<file path="src/jddm_pkg.sv">
// Shared constants, types and tables of the joystick differential-drive mixer.
package jddm_pkg;

  localparam int JOY_MAX      = 100;
  localparam int ANGLE_BITS   = 16;
  localparam int FRAC_BITS    = ANGLE_BITS - 2;
  localparam int CORDIC_N     = 26;
  localparam int Z_BITS       = 28;
  localparam int CORDIC_SHIFT = 24;
  localparam int MOD_ONE      = 16384;
  localparam int MOD_P7       = 11469;
  localparam int MOD_SHIFT    = 14;
  localparam int JOY_W        = 8;
  localparam int SAT_W        = JOY_W + 1;
  localparam int SQ_BITS      = 15;
  localparam int ROOT_BITS    = 8;
  localparam int XW           = 34;
  localparam int ZW           = 29;
  localparam int MOD_W        = 17;
  localparam int SPEED_W      = 9;

  typedef logic signed [XW-1:0]      cvec_t;
  typedef logic signed [ZW-1:0]      zang_t;
  typedef logic signed [MOD_W-1:0]   modv_t;
  typedef logic signed [JOY_W-1:0]   joy_t;
  typedef logic signed [SPEED_W-1:0] speed_t;

  typedef struct packed {
    logic [1:0]           q;
    logic                 pyz;
    cvec_t                x;
    cvec_t                y;
    zang_t                z;
    logic [SQ_BITS-1:0]   n;
    logic [ROOT_BITS-1:0] r;
  } cst_t;

  function automatic zang_t atan_of(input int i);
    zang_t v;
    case (i)
      0:  v = ZW'(33554432);
      1:  v = ZW'(19808338);
      2:  v = ZW'(10466182);
      3:  v = ZW'(5312797);
      4:  v = ZW'(2666708);
      5:  v = ZW'(1334654);
      6:  v = ZW'(667490);
      7:  v = ZW'(333765);
      8:  v = ZW'(166885);
      9:  v = ZW'(83443);
      10: v = ZW'(41722);
      11: v = ZW'(20861);
      12: v = ZW'(10430);
      13: v = ZW'(5215);
      14: v = ZW'(2608);
      15: v = ZW'(1304);
      16: v = ZW'(652);
      17: v = ZW'(326);
      18: v = ZW'(163);
      19: v = ZW'(81);
      20: v = ZW'(41);
      21: v = ZW'(20);
      22: v = ZW'(10);
      23: v = ZW'(5);
      24: v = ZW'(3);
      25: v = ZW'(1);
      default: v = '0;
    endcase
    return v;
  endfunction

  // Modifier breakpoints per quadrant; fin selects the far breakpoint.
  function automatic modv_t mod_pt(input logic [1:0] q, input logic right,
                                   input logic fin);
    modv_t v;
    case ({right, q, fin})
      4'b0_00_0: v = MOD_W'(MOD_ONE);
      4'b0_00_1: v = MOD_W'(MOD_P7);
      4'b0_01_0: v = MOD_W'(MOD_P7);
      4'b0_01_1: v = -MOD_W'(MOD_ONE);
      4'b0_10_0: v = -MOD_W'(MOD_ONE);
      4'b0_10_1: v = -MOD_W'(MOD_P7);
      4'b0_11_0: v = -MOD_W'(MOD_P7);
      4'b0_11_1: v = MOD_W'(MOD_ONE);
      4'b1_00_0: v = -MOD_W'(MOD_ONE);
      4'b1_00_1: v = MOD_W'(MOD_P7);
      4'b1_01_0: v = MOD_W'(MOD_P7);
      4'b1_01_1: v = MOD_W'(MOD_ONE);
      4'b1_10_0: v = MOD_W'(MOD_ONE);
      4'b1_10_1: v = -MOD_W'(MOD_P7);
      4'b1_11_0: v = -MOD_W'(MOD_P7);
      4'b1_11_1: v = -MOD_W'(MOD_ONE);
      default:   v = '0;
    endcase
    return v;
  endfunction

endpackage

</file>
<file path="src/jddm_front.sv">
// Input stage: saturation, quadrant fold, CORDIC seed and sum of squares.
module jddm_front (
  input  logic           clk,
  input  logic           rst,
  input  logic           in_valid,
  output logic           in_ready,
  input  jddm_pkg::joy_t joy_x,
  input  jddm_pkg::joy_t joy_y,
  output logic           out_valid,
  input  logic           out_ready,
  output jddm_pkg::cst_t out_data
);
  import jddm_pkg::*;

  logic signed [SAT_W-1:0]   xs, ys, px, py;
  logic signed [2*SAT_W-1:0] sx, sy;
  logic [1:0]                q;
  cst_t                      st;

  function automatic logic signed [SAT_W-1:0] sat(input joy_t v);
    logic signed [SAT_W-1:0] w;
    w = SAT_W'(v);
    if (w > SAT_W'(JOY_MAX)) w = SAT_W'(JOY_MAX);
    if (w < -SAT_W'(JOY_MAX)) w = -SAT_W'(JOY_MAX);
    return w;
  endfunction

  always_comb begin
    xs = sat(joy_x);
    ys = sat(joy_y);
    if (xs > 0 && ys >= 0) begin
      q = 2'd0; px = xs; py = ys;
    end else if (xs <= 0 && ys > 0) begin
      q = 2'd1; px = ys; py = -xs;
    end else if (xs < 0 && ys <= 0) begin
      q = 2'd2; px = -xs; py = -ys;
    end else begin
      q = 2'd3; px = -ys; py = xs;
    end
    sx = xs * xs;
    sy = ys * ys;
    st.q   = q;
    st.pyz = (py == 0);
    st.x   = XW'(px) <<< CORDIC_SHIFT;
    st.y   = XW'(py) <<< CORDIC_SHIFT;
    st.z   = '0;
    st.n   = SQ_BITS'(sx + sy);
    st.r   = '0;
  end

  assign in_ready = !out_valid || out_ready;

  always_ff @(posedge clk) begin
    if (rst) begin
      out_valid <= 1'b0;
    end else if (in_ready) begin
      out_valid <= in_valid;
    end
  end

  always_ff @(posedge clk) begin
    if (in_ready && in_valid) begin
      out_data <= st;
    end
  end
endmodule

</file>
<file path="config.mk">
export PLATFORM = sky130hd
export DESIGN_NAME = jddm_front
export DESIGN_NICKNAME = d
export VERILOG_FILES = /design/src/jddm_pkg.sv /design/src/jddm_front.sv
export SDC_FILE = /design/constraint.sdc
export NUM_CORES = 1
export LEC_CHECK = 0
export ABC_AREA = 1
export BUFFER_PORTS_ARGS = -buffer_cell sky130_fd_sc_hd__buf_2
export CAP_MARGIN = 0
export CORE_ASPECT_RATIO = 1.1
export CORE_MARGIN = 5
export CORE_UTILIZATION = 28
export CTS_BUF_LIST = sky130_fd_sc_hd__clkbuf_8 sky130_fd_sc_hd__clkbuf_16
export DETAILED_ROUTE_END_ITERATION = 8
export PLACE_DENSITY_LB_ADDON = 0.05
export SLEW_MARGIN = 40
export SYNTH_ARGS = -nofsm -noshare
export SYNTH_HDL_FRONTEND = slang
export SYNTH_SLANG_ARGS = --single-unit
export TNS_END_PERCENT = 20
</file>
<file path="constraint.sdc">
create_clock -name clk -period 22.3 [get_ports clk]
set_clock_uncertainty 0.1 [all_clocks]
set_input_delay 0 -clock clk [delete_from_list [all_inputs] [get_ports clk]]
set_output_delay 0 -clock clk [all_outputs]
set_load 0.01 [all_outputs]
</file>
==> flow_metrics.tcl <==
set metrics [dict create \
    synth_top_area_cell "fa_1" \
    rsz0062_at_grt "no" \
    htreeDepth 2 \
    grt_pass1_wl_um 32200 \
    finalMaxSlewViolations 0 \
    reg2reg_from "out_valid$_SDFFE_PP0N_" \
    die_y_um 182 \
    grt_pass1_vias 5634 \
    start_util_pct 28.6 \
    hold_viol_final 0 \
    gp_congestion 0.786 \
    coreArea_um2 26300 \
    final_net_count 1104 \
    cp_common_cell "fa_1" \
    slew_headroom_pct 50.9 \
    via_count 5234 \
    cts_tree "yes" \
    worstSkewPairLatency_ps 290 \
    cp_slowest_cell "fa_1" \
    setup_viol 0 \
    worstMarginPinSlew_ps 733 \
    synth_edf_count 36 \
    status "finished clean" \
    use_met3_pct 1.00 \
    min_period_ps 7990 \
    fmax_mhz 125 \
    antenna_found_initial 0 \
    worstSetupPathType "in -> reg" \
    io_pins 145 \
    routed_via_density 4.16 \
    yosys.area.top_type_share_pct 29.3 \
    synthFlopType "edfxtp_1" \
    yosysUniqueCellTypes 49 \
    ys_top_cells_by_area "fa_1, edfxtp_1, ha_1" \
    grt_busiest_layer "met2" \
    numPortBuffers 59 \
    cts.sinks 37 \
    cts_max_path_buffers 2 \
    maxCapViolations 0 \
    drc 0 \
    layout-drive-gt1-share_pct 12.5 \
    grt_max_degree 37 \
    synth.most_common_cell "inv_1" \
    hp-class "in -> reg" \
    synth_seq_cells 37 \
    cts_made_buffers 5 \
    cp.arrival_ps 7950 \
    start_kind "primary input" \
    tns_ps 0 \
    r2r_cells 2 \
    grt_overflow 0 \
    finalInstanceArea_um2 8100 \
    rows 62 \
    async_reset_ff_share_pct 0 \
    ys.warnings.count 0 \
    place_area_um2 7880 \
    area_growth_syn_to_layout_pct 7.88 \
    crit_start "joy_x[1]" \
    wl_per_cell_um 16.1 \
    worst_setup_path_end_kind "register" \
    ctsResizeCount 0 \
    grt_use_met2_pct 23.8 \
    drtIter0Drc 207 \
    synth_seq_area_share_pct 14.7 \
    synth_area_um2 7510 \
    gr-usage-met1_pct 18.6 \
    clockRootBuffer "clkbuf_16" \
    path_clk_slew_ps 70 \
    crit_path_max_incr_delay_ps 560 \
    dp_hpwl_um 17500 \
    die_area_um2 30200 \
    routed_wl_um 20300 \
    netlist_instances 847 \
    firstDrtPassIters 5 \
    synth_commonest_cells "inv_1, fa_1, buf_4" \
    hold_depth 3 \
    die-width_um 166 \
    fin_crit_sh_pct 35.8 \
    path_max_fanout 12 \
    grt.total_usage_pct 13.6 \
    syn_avg_cell_area_um2 8.86 \
    detail-route-antenna-nets 0 \
    worstHoldStart "joy_x[0]" \
    diodes 0 \
    cp.required_ps 22250 \
]
per-layer routing:
| layer | wire [um] | part of all wire, % | vias up |
|---|---|---|---|
| met1 | 9190 | 45 | 2578 |
| met3 | 626 | 3.1 | 5 |
| met2 | 10300 | 51 | 126 |
| met5 | 0 | 0 | - |
| met4 | 172 | 0.85 | 0 |
| li1 | - | - | 2525 |
state kept, by name, indices dropped and copies added, names as in the netlist:
name / flops
out_data: 36
out_valid: 1
cell type report:
type	count	area, um^2
Clock buffer	5	125
Multi-Input combinational cell	590	5250
Clock inverter	3	68.8
Sequential cell	37	1100
Fill cell	2858	18200
Timing Repair Buffer	65	345
Inverter	205	773
Tap cell	352	440
cell families (layout without fill, tap and decap cells):
group	Yosys count	count (layout)	share of synthesized area, %
buf+inv	304	278	19.8
fa+ha+maj	180	180	41.0
flops	37	37	14.7
other cells	1	85	0.0499
mux	1	1	0.133
simple gates	225	225	15.0
compound gates	65	65	5.25
xor+xnor	34	34	4.07
placed cells by master, fill, tap and decap left out, types with 2 or more instances in the layout:
master,Yosys,layout
a21o_1,3,3
a21oi_1,19,18
a21oi_4,1,2
and2_1,2,2
buf_2,6,59
buf_4,90,4
bufinv_16,0,2
clkbuf_16,0,5
conb_1,1,85
dlygate4sd3_1,0,2
edfxtp_1,36,36
fa_1,110,110
ha_1,70,70
inv_1,198,198
inv_2,4,4
nand2_1,87,87
nand2_2,7,7
nand2_4,6,6
nand3_1,33,33
nand3_2,5,5
nand4_1,10,10
nor2_1,59,58
nor2_2,1,2
nor2_4,4,4
nor3_1,3,3
o2111ai_1,3,3
o211ai_1,4,4
o21ai_0,22,22
o21ai_1,3,3
o22ai_1,4,4
o31ai_1,2,2
xnor2_1,17,17
xor2_1,16,16
path summary, 6_finish.rpt:
| kind | to | slack, ps |
|---|---|---|
| setup / recovery | out_data[21]$_DFFE_PP_ | 14310 |
| hold reg to reg | out_data[84]$_DFFE_PP_ | 870 |
| setup reg to reg | out_data[16]$_DFFE_PP_ | 20890 |
| hold / removal | out_data[76]$_DFFE_PP_ | 160 |
per-stage QoR:
| stage | util, % | hold WS [ps] | setup WS [ps] | instances |
|---|---|---|---|---|
| floorplan | - | -30.9 | 15270 | 931 |
| global placement | 30.0 | 61.0 | 13940 | 1247 |
| detailed placement | 30.0 | 58.8 | 13910 | 1247 |
| CTS | 30.8 | 159 | 14210 | 1257 |
| global route | 30.8 | 184 | 13660 | 1257 |
| finish | 30.8 | 162 | 14310 | 1257 |
worst max-delay path, delay by kind of cell:
family	cells	cell delay (ps)
adders and majority gates	9	4250
and+or+nand+nor	6	1530
AOI/OAI and AO/OA	8	1360
buffers and inverters	6	730
xor gates and xnor gates	1	80
what timing repair did:
action / in CTS / in global routing
endpoints found under the hold margin: 1 / 0
buffers inserted: 0 / 0
hold buffers: 2 / 0
Power is not shown: default switching activity piles up to over one toggle a cycle in this logic, so the estimate is an artifact.
