File: src/jddm_pkg.sv
// Shared constants, types and tables of the joystick differential-drive mixer.
package jddm_pkg;

  localparam int JOY_MAX      = 100;
  localparam int ANGLE_BITS   = 16;
  localparam int FRAC_BITS    = ANGLE_BITS - 2;
  localparam int CORDIC_N     = 26;
  localparam int Z_BITS       = 28;
  localparam int CORDIC_SHIFT = 24;
  localparam int MOD_ONE      = 16384;
  localparam int MOD_P7       = 11469;
  localparam int MOD_SHIFT    = 14;
  localparam int JOY_W        = 8;
  localparam int SAT_W        = JOY_W + 1;
  localparam int SQ_BITS      = 15;
  localparam int ROOT_BITS    = 8;
  localparam int XW           = 34;
  localparam int ZW           = 29;
  localparam int MOD_W        = 17;
  localparam int SPEED_W      = 9;

  typedef logic signed [XW-1:0]      cvec_t;
  typedef logic signed [ZW-1:0]      zang_t;
  typedef logic signed [MOD_W-1:0]   modv_t;
  typedef logic signed [JOY_W-1:0]   joy_t;
  typedef logic signed [SPEED_W-1:0] speed_t;

  typedef struct packed {
    logic [1:0]           q;
    logic                 pyz;
    cvec_t                x;
    cvec_t                y;
    zang_t                z;
    logic [SQ_BITS-1:0]   n;
    logic [ROOT_BITS-1:0] r;
  } cst_t;

  function automatic zang_t atan_of(input int i);
    zang_t v;
    case (i)
      0:  v = ZW'(33554432);
      1:  v = ZW'(19808338);
      2:  v = ZW'(10466182);
      3:  v = ZW'(5312797);
      4:  v = ZW'(2666708);
      5:  v = ZW'(1334654);
      6:  v = ZW'(667490);
      7:  v = ZW'(333765);
      8:  v = ZW'(166885);
      9:  v = ZW'(83443);
      10: v = ZW'(41722);
      11: v = ZW'(20861);
      12: v = ZW'(10430);
      13: v = ZW'(5215);
      14: v = ZW'(2608);
      15: v = ZW'(1304);
      16: v = ZW'(652);
      17: v = ZW'(326);
      18: v = ZW'(163);
      19: v = ZW'(81);
      20: v = ZW'(41);
      21: v = ZW'(20);
      22: v = ZW'(10);
      23: v = ZW'(5);
      24: v = ZW'(3);
      25: v = ZW'(1);
      default: v = '0;
    endcase
    return v;
  endfunction

  // Modifier breakpoints per quadrant; fin selects the far breakpoint.
  function automatic modv_t mod_pt(input logic [1:0] q, input logic right,
                                   input logic fin);
    modv_t v;
    case ({right, q, fin})
      4'b0_00_0: v = MOD_W'(MOD_ONE);
      4'b0_00_1: v = MOD_W'(MOD_P7);
      4'b0_01_0: v = MOD_W'(MOD_P7);
      4'b0_01_1: v = -MOD_W'(MOD_ONE);
      4'b0_10_0: v = -MOD_W'(MOD_ONE);
      4'b0_10_1: v = -MOD_W'(MOD_P7);
      4'b0_11_0: v = -MOD_W'(MOD_P7);
      4'b0_11_1: v = MOD_W'(MOD_ONE);
      4'b1_00_0: v = -MOD_W'(MOD_ONE);
      4'b1_00_1: v = MOD_W'(MOD_P7);
      4'b1_01_0: v = MOD_W'(MOD_P7);
      4'b1_01_1: v = MOD_W'(MOD_ONE);
      4'b1_10_0: v = MOD_W'(MOD_ONE);
      4'b1_10_1: v = -MOD_W'(MOD_P7);
      4'b1_11_0: v = -MOD_W'(MOD_P7);
      4'b1_11_1: v = -MOD_W'(MOD_ONE);
      default:   v = '0;
    endcase
    return v;
  endfunction

endpackage

File: src/jddm_back.sv
// Modifier interpolation and speed scaling, two register stages.
module jddm_back (
  input  logic              clk,
  input  logic              rst,
  input  logic              in_valid,
  output logic              in_ready,
  input  jddm_pkg::cst_t    in_data,
  output logic              out_valid,
  input  logic              out_ready,
  output jddm_pkg::speed_t  left_speed,
  output jddm_pkg::speed_t  right_speed
);
  import jddm_pkg::*;

  localparam int PW = MOD_W + FRAC_BITS + 1;
  localparam int SW = MOD_W + ROOT_BITS + 1;
  localparam zang_t ZMAX = zang_t'((64'd1 << (Z_BITS - 2)) - 1);

  zang_t                  zc;
  logic [FRAC_BITS-1:0]   frac;
  logic signed [PW-1:0]   pl, pr;
  modv_t                  ml, mr;
  logic                   va;
  modv_t                  mod_l, mod_r;
  logic [ROOT_BITS-1:0]   mag;
  logic                   rdy_a;

  function automatic speed_t scale(input logic [ROOT_BITS-1:0] m, input modv_t md);
    logic signed [SW-1:0] p, s;
    p = $signed({1'b0, m}) * md;
    s = (p < 0) ? -((-p) >>> MOD_SHIFT) : (p >>> MOD_SHIFT);
    return s[SPEED_W-1:0];
  endfunction

  always_comb begin
    zc = in_data.z;
    if (zc < 0) zc = '0;
    if (zc > ZMAX) zc = ZMAX;
    frac = zc[Z_BITS-3:Z_BITS-ANGLE_BITS];
    pl = (mod_pt(in_data.q, 1'b0, 1'b1) - mod_pt(in_data.q, 1'b0, 1'b0))
         * $signed({1'b0, frac});
    pr = (mod_pt(in_data.q, 1'b1, 1'b1) - mod_pt(in_data.q, 1'b1, 1'b0))
         * $signed({1'b0, frac});
    ml = mod_pt(in_data.q, 1'b0, 1'b0) + MOD_W'(pl >>> FRAC_BITS);
    mr = mod_pt(in_data.q, 1'b1, 1'b0) + MOD_W'(pr >>> FRAC_BITS);
  end

  assign in_ready = !va || rdy_a;
  assign rdy_a    = !out_valid || out_ready;

  always_ff @(posedge clk) begin
    if (rst) begin
      va        <= 1'b0;
      out_valid <= 1'b0;
    end else begin
      if (in_ready) va <= in_valid;
      if (rdy_a) out_valid <= va;
    end
  end

  always_ff @(posedge clk) begin
    if (in_ready && in_valid) begin
      mod_l <= ml;
      mod_r <= mr;
      mag   <= in_data.r;
    end
    if (rdy_a && va) begin
      left_speed  <= scale(mag, mod_l);
      right_speed <= scale(mag, mod_r);
    end
  end
endmodule

File: config.mk
export PLATFORM = sky130hd
export DESIGN_NAME = jddm_back
export DESIGN_NICKNAME = d
export VERILOG_FILES = /design/src/jddm_pkg.sv /design/src/jddm_back.sv
export SDC_FILE = /design/constraint.sdc
export NUM_CORES = 1
export LEC_CHECK = 0
export ABC_AREA = 1
export BUFFER_PORTS_ARGS = -buffer_cell sky130_fd_sc_hd__buf_2
export CAP_MARGIN = 20
export CORE_MARGIN = 1
export CORE_UTILIZATION = 30
export CTS_CLUSTER_SIZE = 16
export DETAILED_ROUTE_END_ITERATION = 6
export GPL_ROUTABILITY_DRIVEN = 0
export PLACE_DENSITY_LB_ADDON = 0.25
export SETUP_SLACK_MARGIN = 0.02
export SKIP_LAST_GASP = 1
export SLEW_MARGIN = 20
export SYNTH_ARGS = -nofsm -noshare
export SYNTH_HDL_FRONTEND = slang
export SYNTH_SLANG_ARGS = --single-unit
export TNS_END_PERCENT = 1
File: constraint.sdc
create_clock -name clk -period 9.3 [get_ports clk]
set_input_delay 0.93 -clock clk [delete_from_list [all_inputs] [get_ports clk]]
set_output_delay 0.93 -clock clk [all_outputs]
set_load 0.02 [all_outputs]
==> results of run 1 <==
cell families (layout without fill, tap and decap cells):
group	after synthesis	count (layout)
compound gates	239	239
xor+xnor	103	103
fa+ha+maj	769	769
buf+inv	1175	1249
flops	61	61
simple gates	1225	1225
cell usage after synthesis, drive strengths merged, types with 4 or more instances:
cell type	instances	area (um^2)
a211oi	4	30.03
a21boi	6	45.04
a21o	11	82.58
a21oi	131	666.9
buf	5	32.53
clkbuf	76	316.6
edfxtp	59	1772
fa	539	10790
ha	230	2878
inv	1093	4103
nand2	766	2935
nand3	129	670.7
nand3b	6	45.04
nand4	51	319.1
nor2	228	928.4
nor3	25	130.1
nor4	4	25.02
o21a	5	37.54
o21ai	57	285.3
o21bai	7	52.55
or2	13	81.33
xnor2	37	324.1
xor2	66	600.6
through the flow:
stage	instance area [um^2]	setup WS (ns)	utilization
after floorplan	27380	0.6722	-
after detailed placement	29450	0.1750	0.3267
after global placement	29450	0.1913	0.3267
after global routing	29790	-0.01528	0.3304
final	29790	0.6214	0.3304
after CTS	29770	0.5434	0.3303
worst max-delay path, delay by kind of cell:
family / cells / cell delay, ns
compound gates: 11 / 2.33
fa+ha+maj: 9 / 3.91
simple gates: 6 / 0.63
buf+inv: 6 / 0.73
xor+xnor: 1 / 0.22
sequential cells by signal (all words and copies together), names as in the netlist:
register     flops
left_speed       9
mod_r           16
out_valid        1
va               1
mag              8
right_speed      9
mod_l           17
area by class of cell:
class | count | area share
multi-input combinational | 2336 | 0.7094
clock buffer | 9 | 0.007560
timing repair buffer | 139 | 0.03167
sequential | 61 | 0.06082
tap | 1176 | 0.04940
clock inverter | 7 | 0.003276
inverter | 1094 | 0.1379
repair_timing:
item / CTS / global route
hold buffers: 0 / 0
buffers inserted: 0 / 0
resized for setup: 0 / 5
endpoints found under the hold margin: 0 / 0
setup endpoints to repair: 0 / 2
routing by layer:
| layer | wire (um) | GRT usage | vias to the layer above |
|---|---|---|---|
| met5 | 25 | 0 | - |
| met3 | 1462 | 0.01079 | 55 |
| met2 | 31760 | 0.2593 | 242 |
| met4 | 1069 | 0.03057 | 4 |
| met1 | 31590 | 0.2017 | 10120 |
| li1 | - | - | 10570 |
path summary, 6_finish.rpt:
path / startpoint / endpoint / slack [ns] / cells after the start
max: in_data[121] / mod_r[15]$_DFFE_PP_ / 0.62 / 33
min: va$_SDFFE_PP0N_ / out_valid$_SDFFE_PP0P_ / 0.50 / 2
max reg2reg: mag[2]$_DFFE_PP_ / right_speed[8]$_DFFE_PP_ / 3.54 / 30
min reg2reg: va$_SDFFE_PP0N_ / out_valid$_SDFFE_PP0P_ / 0.50 / 2
==> flow_summary.yaml, run 1 <==
cts:
  clk_pin_slew_worst_paths_ns: 0.06
  cts_tree: "done"
  h-tree-depth: 3
  root_buffer: "clkbuf_16"
  clock-sinks: 61
  cts_buffers: 9
  insertion_delay_ns: 0.37
  clock_path_buffers: 2
yosys:
  synth_mux_area_frac: 0
  synth_fa_ha_area_frac: 0.4992
  synth_area_um2: 27380
  synth_nets: 4468
  synth_edf_count: 59
  synth_top_family_by_area: "adder cells"
  synth_cell_types: 52
  synthFlopType: "edfxtp_1"
  yosysSeqAreaShare: 0.06617
  synth.ff_latch_count: 61
  postSynthCellCount: 3572
  syn_avg_cell_area_um2: 7.665
  yosys_warnings: 0
  yosys.area_share.simple: 0.1882
  synth_xor_area_frac: 0.03377
  async_flop_share: 0
  synth-compound-area-share: 0.04990
routing:
  drtAntennaViolNets: 0
  drt-pass1-iter-count: 5
  vias: 20990
  drt_iter0_markers: 938
  drc: 0
  wl_mm: 65.90
  vias_per_cell: 4.353
  wl_per_cell_um: 13.67
timing:
  tightest_slew_ns: 0.9274
  final_hold_viol_count: 0
  fmax_mhz: 115.2
  min_period_ns: 8.679
  relSlewSlack: 0.3817
  fin_tns_setup_ns: 0
  slew_viol_final: 0
  clock_skew_ns: 0.01321
  whs_ns: 0.4955
  rsz0062_at_grt: "true"
  fin_crit_sh: 0.9332
  setup_viol: 0
job:
  maxCapViolations: 0
grt:
  grt_start_max_net_pins: 42
  antenna_found_initial: 2
  gr-total-overflow: 0
  grt_pass1_vias: 22020
  grt_pass1_wl_mm: 112.0
  grt.total_usage: 0.1488
cells_and_area:
  fillers: 9718
  fin_nets: 4537
  final_cell_mix: "1,085 x inv_1, 742 x nand2_1, 539 x fa_1, 230 x ha_1, 208 x nor2_1"
  seq_area_um2: 1812
  multi_input_comb_area_um2: 21130
  drive_gt1_frac: 0.06500
  diodes: 0
  final_cells: 4822
  area_growth_pct: 8.797
  layout_commonest_cell: "inv_1"
die:
  ios: 147
  row_count: 110
  die_y_um: 304.1
  dieArea_um2: 92480
  core_area_um2: 90150
  die_x_um: 304.1
  start_util: 0.3037
hold_path:
  hold_path_class: "flop to flop"
run_status:
  outcome: "finished, final reports clean"
setup_path:
  critPathMaxFanout: 18
  slowest_stage: "fa_1"
  path_common_cell: "fa_1"
  startpoint_type: "primary input"
  critPathRequiredTime_ns: 9.41
  end_kind: "flop"
  worst_ep_arrival_time_ns: 8.79
  max_stage_delay_ns: 0.58
  criticalPathCategory: "primary input to flop"
place:
  io_buffers: 50
  dp_cells: 4806
  hpwl_mm: 58.99
Power of run 1 is not shown: default switching activity piles up to over one toggle a cycle in this logic, so the estimate is an artifact.
==> run 2: changes to the inputs <==
CORE_UTILIZATION = 48   (was 30)
==> flow_summary.yaml, run 2 (same netlist as run 1, synthesis figures left out) <==
setup_path:
  reg2reg_slack_ns: 3.62
  worst_ep_arrival_time_ns: 8.83
  end_kind: "flop"
  max_stage_delay_ns: 0.57
  setup.worst_path.start: "in_data[51]"
  path_common_cell: "fa_1"
  critPathMaxFanout: 13
  r2r-end: "right_speed[8]$_DFFE_PP_"
  slowest_stage: "fa_1"
  startpoint_type: "primary input"
  r2r-start: "mag[2]$_DFFE_PP_"
  critPathRequiredTime_ns: 9.42
  reg2reg_depth: 30
  criticalPathCategory: "primary input to flop"
hold_path:
  min_to: "out_valid$_SDFFE_PP0P_"
  min_path_cells: 2
  hold_path_class: "flop to flop"
  hold_start: "out_valid$_SDFFE_PP0P_"
timing:
  tightest_slew_ns: 1.055
  final_hold_viol_count: 0
  slew_viol_final: 0
  min_period_ns: 8.713
  relSlewSlack: 0.2966
  clock_skew_ns: 0.007386
  rsz0062_at_grt: "false"
  setup_viol: 0
  fmax_mhz: 114.8
  finalWorstSetupSlack_ns: 0.5866
  fin_crit_sh: 0.9369
place:
  dp_worst_setup_slack_ns: -0.03663
  hpwl_mm: 54.06
  io_buffers: 50
die:
  dieArea_um2: 58000
  core_area_um2: 56390
  die_x_um: 240.8
  die_y_um: 240.8
  ios: 147
  start_util: 0.4856
  row_count: 87
grt:
  grt_pass1_vias: 21380
  grt_start_max_net_pins: 42
  antenna_found_initial: 0
  grt.total_usage: 0.2213
  grt_pass1_wl_mm: 102.6
  gr-total-overflow: 0
cts:
  clock_path_buffers: 2
  root_buffer: "clkbuf_16"
  hold_buffers: 0
  cts_buffers: 9
  cts_tree: "done"
  clock-sinks: 61
  clk_pin_slew_worst_paths_ns: 0.06
  insertion_delay_ns: 0.37
  h-tree-depth: 3
routing:
  wl_per_cell_um: 13.77
  top_layer: "met4"
  vias: 20980
  drt-pass1-iter-count: 7
  wl_met2_mm: 29.45
  drc: 2
  met1Wirelength_mm: 27.48
  drtAntennaViolNets: 0
  wl_met3_mm: 2.027
  drt_iter0_markers: 934
  vias_per_cell: 4.803
  wl_mm: 60.15
cells_and_area:
  reg.largest.list: "mod_l x17, mod_r x16"
  layout_commonest_cell: "inv_1"
  seq_area_um2: 1812
  multi_input_comb_area_um2: 21120
  drive_gt1_frac: 0.05591
  fillers: 5606
  largest_reg_flops: 17
  final_cell_mix: "1,085 x inv_1, 742 x nand2_1, 539 x fa_1, 230 x ha_1, 207 x nor2_1"
  fin_nets: 4504
  top_register: "mod_l"
  final_core_util: 0.5136
  area_growth_pct: 5.772
  diodes: 0
job:
  maxCapViolations: 0
run_status:
  failed_checks: "DRC"
  outcome: "complete, but fails checks"
==> run 2: changes by cell type in the layout (fill, tap and decap cells not counted), sizes merged <==
cell,previous run,this run
bufinv,2,1
buf,139,106
inv,1095,1093
clkinv,2,4
clkinvlp,2,3
==> run 2: how the worst max path moves through the flow <==
| stage | to | cells past startpoint |
|---|---|---|
| 2_1_floorplan | mod_l[16]$_DFFE_PP_ | 32 |
| 3_3_place_gp | mod_r[15]$_DFFE_PP_ | 36 |
| 3_5_place_dp | mod_r[15]$_DFFE_PP_ | 36 |
| 4_1_cts | mod_r[15]$_DFFE_PP_ | 36 |
| 5_1_grt | mod_l[14]$_DFFE_PP_ | 38 |
| 6_report | mod_l[14]$_DFFE_PP_ | 36 |
==> run 2: repair_timing <==
item | 4_1_cts | 5_1_grt
buffers inserted | 0 | 0
endpoints found under the setup margin | 0 | 7
resized for setup | 0 | 3
==> run 2: cell type report <==
class | instances | area share
Timing Repair Buffer | 106 | 0.02316
Multi-Input combinational cell | 2336 | 0.7293
Sequential cell | 61 | 0.06256
Clock inverter | 7 | 0.002592
Clock buffer | 9 | 0.007777
Tap cell | 756 | 0.03266
Inverter | 1094 | 0.1419
==> run 2: layer usage <==
metal / vias to the layer above / track usage
li1: 10500 / -
met1: 10080 / 0.2918
met2: 351 / 0.3892
met3: 52 / 0.01899
met4: 0 / 0.06080
met5: - / 0
==> run 2: per-stage QoR <==
step	cells	cell area, um^2	hold WS (ns)	setup TNS, ns
3_3_place_gp	4353	28650	0.4855	0
2_1_floorplan	3572	27380	0.4451	0
4_1_cts	4369	28950	0.5046	0
6_report	4369	28960	0.5036	0
5_1_grt	4369	28960	0.5337	0
3_5_place_dp	4353	28650	0.4977	-0.03663
==> run 2: worst max-delay path, delay by kind of cell <==
| family | cells | cell delay (ns) |
|---|---|---|
| compound gates | 8 | 1.40 |
| buf+inv | 7 | 0.85 |
| fa+ha+maj | 9 | 4.11 |
| simple gates | 10 | 1.32 |
| xor+xnor | 2 | 0.23 |
Power of run 2 is left out for the same reason.
==> run 3: changes to the inputs <==
CTS_CLUSTER_SIZE = 14   (was 16)
PLACE_DENSITY = 0.69   (was unset)
PLACE_DENSITY_LB_ADDON = unset   (was 0.25)
==> flow_summary.yaml, run 3 (same netlist as run 1, synthesis figures left out) <==
timing:
  fin_crit_sh: 0.9488
  clock_skew_ns: 0.01678
  fmax_mhz: 113.3
  setup_viol: 0
  min_period_ns: 8.824
  final_hold_viol_count: 0
  relSlewSlack: 0.5060
  fin_tns_setup_ns: 0
  whs_ns: 0.5130
  tightest_slew_ns: 0.7388
  slew_viol_final: 0
  rsz0062_at_grt: "true"
setup_path:
  path_common_cell: "inv_1"
  criticalPathCategory: "primary input to flop"
  startpoint_type: "primary input"
  slowest_stage: "fa_1"
  critPathMaxFanout: 17
  critPathRequiredTime_ns: 9.43
  max_stage_delay_ns: 0.65
  reg2reg_depth: 30
  worst_ep_arrival_time_ns: 8.96
  end_kind: "flop"
cells_and_area:
  diodes: 0
  largest_reg_flops: 17
  seq_area_um2: 1812
  area_growth_pct: 5.863
  fillers: 5498
  layout_commonest_cell: "inv_1"
  top_register: "mod_l"
  final_cell_mix: "1,085 x inv_1, 742 x nand2_1, 539 x fa_1, 230 x ha_1, 207 x nor2_1"
  multi_input_comb_area_um2: 21130
  reg.largest.list: "mod_l x17, mod_r x16"
  fin_nets: 4504
  drive_gt1_frac: 0.05563
routing:
  vias: 21110
  wl_mm: 59.78
  drtAntennaViolNets: 0
  drt_iter0_markers: 1117
  wl_per_cell_um: 13.68
  vias_per_cell: 4.832
  drt-pass1-iter-count: 7
  drc: 2
place:
  hpwl_mm: 53.45
  io_buffers: 50
cts:
  hold_buffers: 0
  insertion_delay_ns: 0.38
  root_buffer: "clkbuf_16"
  cts_tree: "done"
  clock-sinks: 61
  clock_path_buffers: 2
  post_cts_buffers: 0
  clk_pin_slew_worst_paths_ns: 0.07
  h-tree-depth: 3
  ctsResizeCount: 0
  cts_buffers: 9
grt:
  grt_pass1_wl_mm: 103.6
  top_usage_layer: "met2"
  grt.total_usage: 0.2226
  use_met2: 0.3920
  grt_pass1_vias: 21880
  met1_usage: 0.2881
  use_met3: 0.02802
  grt_start_max_net_pins: 42
  gr-total-overflow: 0
  antenna_found_initial: 0
hold_path:
  hold_path_class: "flop to flop"
  min_path_cells: 2
die:
  ios: 147
  die_y_um: 240.8
  dieArea_um2: 58000
  start_util: 0.4856
  die_x_um: 240.8
  row_count: 87
  core_area_um2: 56390
job:
  maxCapViolations: 0
run_status:
  failed_checks: "DRC"
  outcome: "complete, but fails checks"
==> run 3: changes by cell type in the layout (fill, tap and decap cells not counted), moves of 2 or more <==
cell / delta
a21boi_1: +2
a21boi_0: -2
buf_4: -3
buf_12: +2
clkinv_4: -2
==> run 3: worst paths after layout <==
kind                               to                    from  slack, ns
max               mod_l[13]$_DFFE_PP_            in_data[121]       0.48
min            out_valid$_SDFFE_PP0P_  out_valid$_SDFFE_PP0P_       0.51
max reg2reg  right_speed[8]$_DFFE_PP_        mag[2]$_DFFE_PP_       3.55
min reg2reg    out_valid$_SDFFE_PP0P_  out_valid$_SDFFE_PP0P_       0.51
==> run 3: layout make-up <==
class	instances	area share
clock buffer	10	0.007900
clock inverter	6	0.002158
inverter	1094	0.1417
multi-input combinational	2336	0.7290
sequential	61	0.06251
tap	756	0.03263
timing repair buffer	106	0.02413
==> run 3: layer usage <==
layer,routed length [um],vias to the layer above
li1,-,10500
met1,26980,10120
met2,28790,410
met3,2718,78
met4,1292,0
met5,0,-
==> run 3: worst max-delay path: cells and delay by family <==
kind | cells | cell delay, ns
xor+xnor | 4 | 0.59
buf+inv | 9 | 1.13
compound gates | 7 | 1.50
simple gates | 8 | 0.78
fa+ha+maj | 9 | 4.03
==> run 3: per-stage QoR <==
stage                     std cells    util  worst slack, ns  cell area, um^2
after CTS                      4369  0.5138           0.5191            28970
after global placement         4352  0.5084           0.1877            28670
after detailed placement       4353  0.5086           0.1430            28680
final                          4369  0.5140           0.4763            28990
after global routing           4369  0.5140         -0.03713            28990
after floorplan                3572       -           0.6722            27380
Power of run 3 is left out for the same reason.
